### src/rtl/core/spq_pkg.sv
package spq_pkg;

  // occupancy and capacity are 7-bit quantities
  localparam int CntW = 7;

  // result status codes
  localparam logic [1:0] StEnq   = 2'd0;
  localparam logic [1:0] StFull  = 2'd1;
  localparam logic [1:0] StDeq   = 2'd2;
  localparam logic [1:0] StEmpty = 2'd3;

  // operation codes
  localparam logic FuncEnq = 1'b0;
  localparam logic FuncDeq = 1'b1;

  // configuration register index
  localparam logic RegCapacity = 1'b0;

  typedef struct packed {
    logic signed [31:0] elem;
    logic signed [15:0] prio;
  } entry_t;

  // broadcast from the controller to every cell
  typedef struct packed {
    logic            enq;
    logic            deq;
    entry_t          new_entry;
    logic [15:0]     new_key;
    logic [CntW-1:0] count;
  } cell_ctrl_t;

  // order-preserving unsigned key of a signed priority
  function automatic logic [15:0] prio_key(input logic signed [15:0] p);
    prio_key = {~p[15], p[14:0]};
  endfunction

endpackage

### src/rtl/core/spq_cell.sv
module spq_cell #(
  parameter int Idx = 0
) (
  input  logic                clk_i,
  input  spq_pkg::cell_ctrl_t ctrl_i,
  input  spq_pkg::entry_t     left_i,
  input  logic                left_gt_i,
  input  spq_pkg::entry_t     right_i,
  output logic                gt_o,
  output spq_pkg::entry_t     q_o
);

  localparam bit Beyond = (Idx > (2 ** spq_pkg::CntW) - 1);
  localparam logic [spq_pkg::CntW-1:0] IdxC = spq_pkg::CntW'(Idx);

  spq_pkg::entry_t entry_q, entry_d;
  logic occupied;
  logic at_tail;

  assign occupied = !Beyond && (IdxC < ctrl_i.count);
  assign at_tail  = !Beyond && (IdxC == ctrl_i.count);
  // strictly greater priority than the incoming pair: this entry moves up
  assign gt_o = occupied && (spq_pkg::prio_key(entry_q.prio) > ctrl_i.new_key);

  always_comb begin
    entry_d = entry_q;
    if (ctrl_i.enq) begin
      if (left_gt_i) begin
        entry_d = left_i;
      end else if (gt_o || at_tail) begin
        entry_d = ctrl_i.new_entry;
      end
    end else if (ctrl_i.deq) begin
      entry_d = right_i;
    end
  end

  always_ff @(posedge clk_i) begin
    entry_q <= entry_d;
  end

  assign q_o = entry_q;

endmodule

### config.mk
export PLATFORM = sky130hd
export DESIGN_NAME = spq_cell
export DESIGN_NICKNAME = d
export VERILOG_FILES = /design/src/rtl/core/spq_pkg.sv /design/src/rtl/core/spq_cell.sv
export SDC_FILE = /design/constraint.sdc
export NUM_CORES = 1
export LEC_CHECK = 0
export BUFFER_PORTS_ARGS = -buffer_cell sky130_fd_sc_hd__buf_2
export CAP_MARGIN = 40
export CORE_ASPECT_RATIO = 1.1
export CORE_MARGIN = 10
export CORE_UTILIZATION = 43
export DETAILED_ROUTE_END_ITERATION = 16
export HOLD_SLACK_MARGIN = 0.06
export PLACE_DENSITY = 0.93
export SETUP_SLACK_MARGIN = 0.05
export SYNTH_ARGS = -nofsm -noshare
export SYNTH_HDL_FRONTEND = slang
export SYNTH_SLANG_ARGS = --single-unit
### constraint.sdc
create_clock -name clk_i -period 5.65 [get_ports clk_i]
set_input_delay 1.13 -clock clk_i [delete_from_list [all_inputs] [get_ports clk_i]]
set_output_delay 1.13 -clock clk_i [all_outputs]
set_load 0.03 [all_outputs]
==> impl_results.md <==
* Outcome: finished clean
* TritonCTS clock tree: built
* Mapped Cells at 274
* Worst Path Required at 4520 ps
* Post-CTS Hold Fix Bufs at 0
* Overall routing resource usage at 18.2%
* CTS sink cnt at 48
* Instance count on the critical path at 8
* Io pins at 220
* CTS Buffer Depth at 2
* LEAKAGE at 0.00211 µW
* First-pass GRT wire length at 15400 µm
* Area leader, netlist: edfxtp_1
* Total CTS buffers at 5
* Setup crit start: ctrl_i[14]
* Worst R2R Start: q_o[13]
* Layout Area Growth over Synthesis at 44.7%
* Final period utilization at 70.7%
* Syn Nets at 461
* Nets at 673
* Seq/Total Area, Yosys at 50.3%
* TNS Setup at 0 ps
* Total congestion overflow at 0
* Worst VDD drop at 149 µV
* Setup crit end: gt_o
* Area share of the largest cell type after synthesis at 50.3%
* Routed Antenna Nets at 0
* Worst Tran Pin Value at 874 ps
* Max_cap viols at 0
* Clk pin slew, worst setup/hold paths at 90 ps
* DR iter-0 viols at 144
* DR vias/cell at 4.94
* Crit start category: input pin
* Most used cell, CP: buf_2
* Drt pass-1 iters at 5
* Clock period minus worst slack at 3990 ps
* Rows at 31
* CP arrival at 2860 ps
* Post-synth EDFFs at 48
* Top Family by Delay on Critical Path: compound AO/OA/AOI/OAI gates
* Initial antenna violation count at 1
* Reg2Reg Setup Slack at 2740 ps
* Pwr dens at 246 nW/µm²
* Slowest stage delay, CP at 660 ps
* Synth area leaders: edfxtp_1 (50%), mux2i_1 (17%), a21oi_1 (9.8%)
* Final Hold Fails at 0
* Largest net degree at the start of global routing at 97
* Clock Latency Late Sink at 300 ps
* Full die area at 10300 µm²
* Final WL at 9970 µm
* DR DRC count at 0
* Setup Buffers After CTS at 0
* Root Buffer Master: clkbuf_8
* Routability congestion estimate at 0.848
* Setup Viol. Count Final at 0
* Buf/Inv on CP at 3
* Dominant synthesized flop cell: edfxtp_1
* Worst setup path category: in -> out
* Hold Crit Class: in -> reg
* I/O Buffers at 219
* Core area at 6520 µm²
* Synth Cell Area at 2860 µm²
* Worst slew margin at 41.7%
* Post-cts resize count at 0
* R2R Path End: q_o[11]
* WHS at 1150 ps
* Number of global-route vias before repair at 3127
* Syn avg cell area at 10.5 µm²
* Synthesis-stage register bit count at 48
* Detailed placement HPWL at 8390 µm
* Util after Layout at 63.6%
* Final slew viol count at 0
* Hold depth at 3
* Initial Util at 44.0%
* Crit-path cells: buf_2 -> inv_1 -> ha_1 -> a21oi_1 -> o21ai_0 -> a2111oi_0 -> a31oi_2 -> buf_2
* Top post-synthesis cells by count: a21oi_1 (56), nor2_1 (50), edfxtp_1 (48), mux2i_1 (48), inv_1 (17)
* Layout cell share with drive strength beyond 1 at 47.4%
* Netlist cell types at 20
* Max FFs per register at 48
* Crit-path max FO at 3
* Skew final at 11.2 ps
* Most common cell in the netlist: a21oi_1
* Slowest-stage cell, CP: a2111oi_0
* Tot Pwr at 1020 µW
* DR vias at 2815
* H-Tree Depth at 2
* Per-cell routed wire length at 17.5 µm
* CP Capture Type: output pin
* Die height at 106 µm
* Yosys Warn Count at 0
* Asr flop ratio synth at 0%
* Filler Cells Inserted at 521
* RSZ-0062 raised after global routing: no
* Die Width at 97.8 µm
* Highest clock rate at 250 MHz
* R2r worst-path depth at 7
==> tightest hold or removal path, delay by kind of cell <==
family | cells | cell delay [ps]
compound gates | 1 | 100
buf+inv | 1 | 70
simple gates | 1 | 30
==> stage by stage <==
stage / std cells / setup slack, ps / area, µm²
floorplan: 274 / 1440 / 2860
global placement: 560 / 1730 / 4010
detailed placement: 561 / 1670 / 4040
CTS: 569 / 1670 / 4140
global route: 569 / 1540 / 4140
finish: 570 / 1660 / 4150
==> cells in the final DEF, fill, tap and decap left out, drive strengths merged, types with 3 or more instances in the layout <==
cell	n
a21oi	56
buf	222
clkbuf	5
edfxtp	48
ha	16
inv	17
mux2i	48
nand2	4
nand4	3
nor2	50
nor3	3
o21ai	3
==> metal layers <==
metal | vias up | wire, µm | GRT usage, %
li1 | 1423 | - | -
met1 | 1240 | 3440 | 16.7
met2 | 136 | 5440 | 35.2
met3 | 16 | 919 | 7.58
met4 | 0 | 171 | 5.93
met5 | - | 0 | 0
==> where the power goes <==
part / internal [µW] / switching, µW
Combinational: 121 / 199
Clock: 129 / 112
Sequential: 444 / 14.1
Total: 694 / 325
==> logic make-up (layout without fill, tap and decap cells) <==
kind of cell             Yosys count  after routing  share of synthesized area, %
AND/OR/NAND/NOR                   64             64                          9.39
buffers and inverters             34            247                          4.67
flip-flops                        48             48                          50.3
other                              0              1                             0
multiplexers                      48             48                          16.8
adder cells (fa/ha/maj)           16             16                          6.99
AO/OA/AOI/OAI                     64             64                          11.8
==> layout make-up <==
cell class	instances	area (µm²)	share of cell area, %
Antenna cell	1	2.50	0.0604
Clock inverter	3	37.5	0.906
Tap cell	82	103	2.48
Clock buffer	5	68.8	1.66
Inverter	17	63.8	1.54
Multi-Input combinational cell	192	1290	31.1
Sequential cell	48	1440	34.8
Timing Repair Buffer	222	1140	27.5
==> how the worst min path moves through the flow <==
stage	slack, ps	startpoint	end
after floorplan	1360	right_i[0]	q_o[0]
final	1150	right_i[27]	q_o[27]
after global routing	1150	right_i[35]	q_o[35]
after detailed placement	1450	right_i[35]	q_o[35]
after global placement	1450	right_i[25]	q_o[25]
after CTS	1140	right_i[27]	q_o[27]
(Power assumes the default switching activity.)
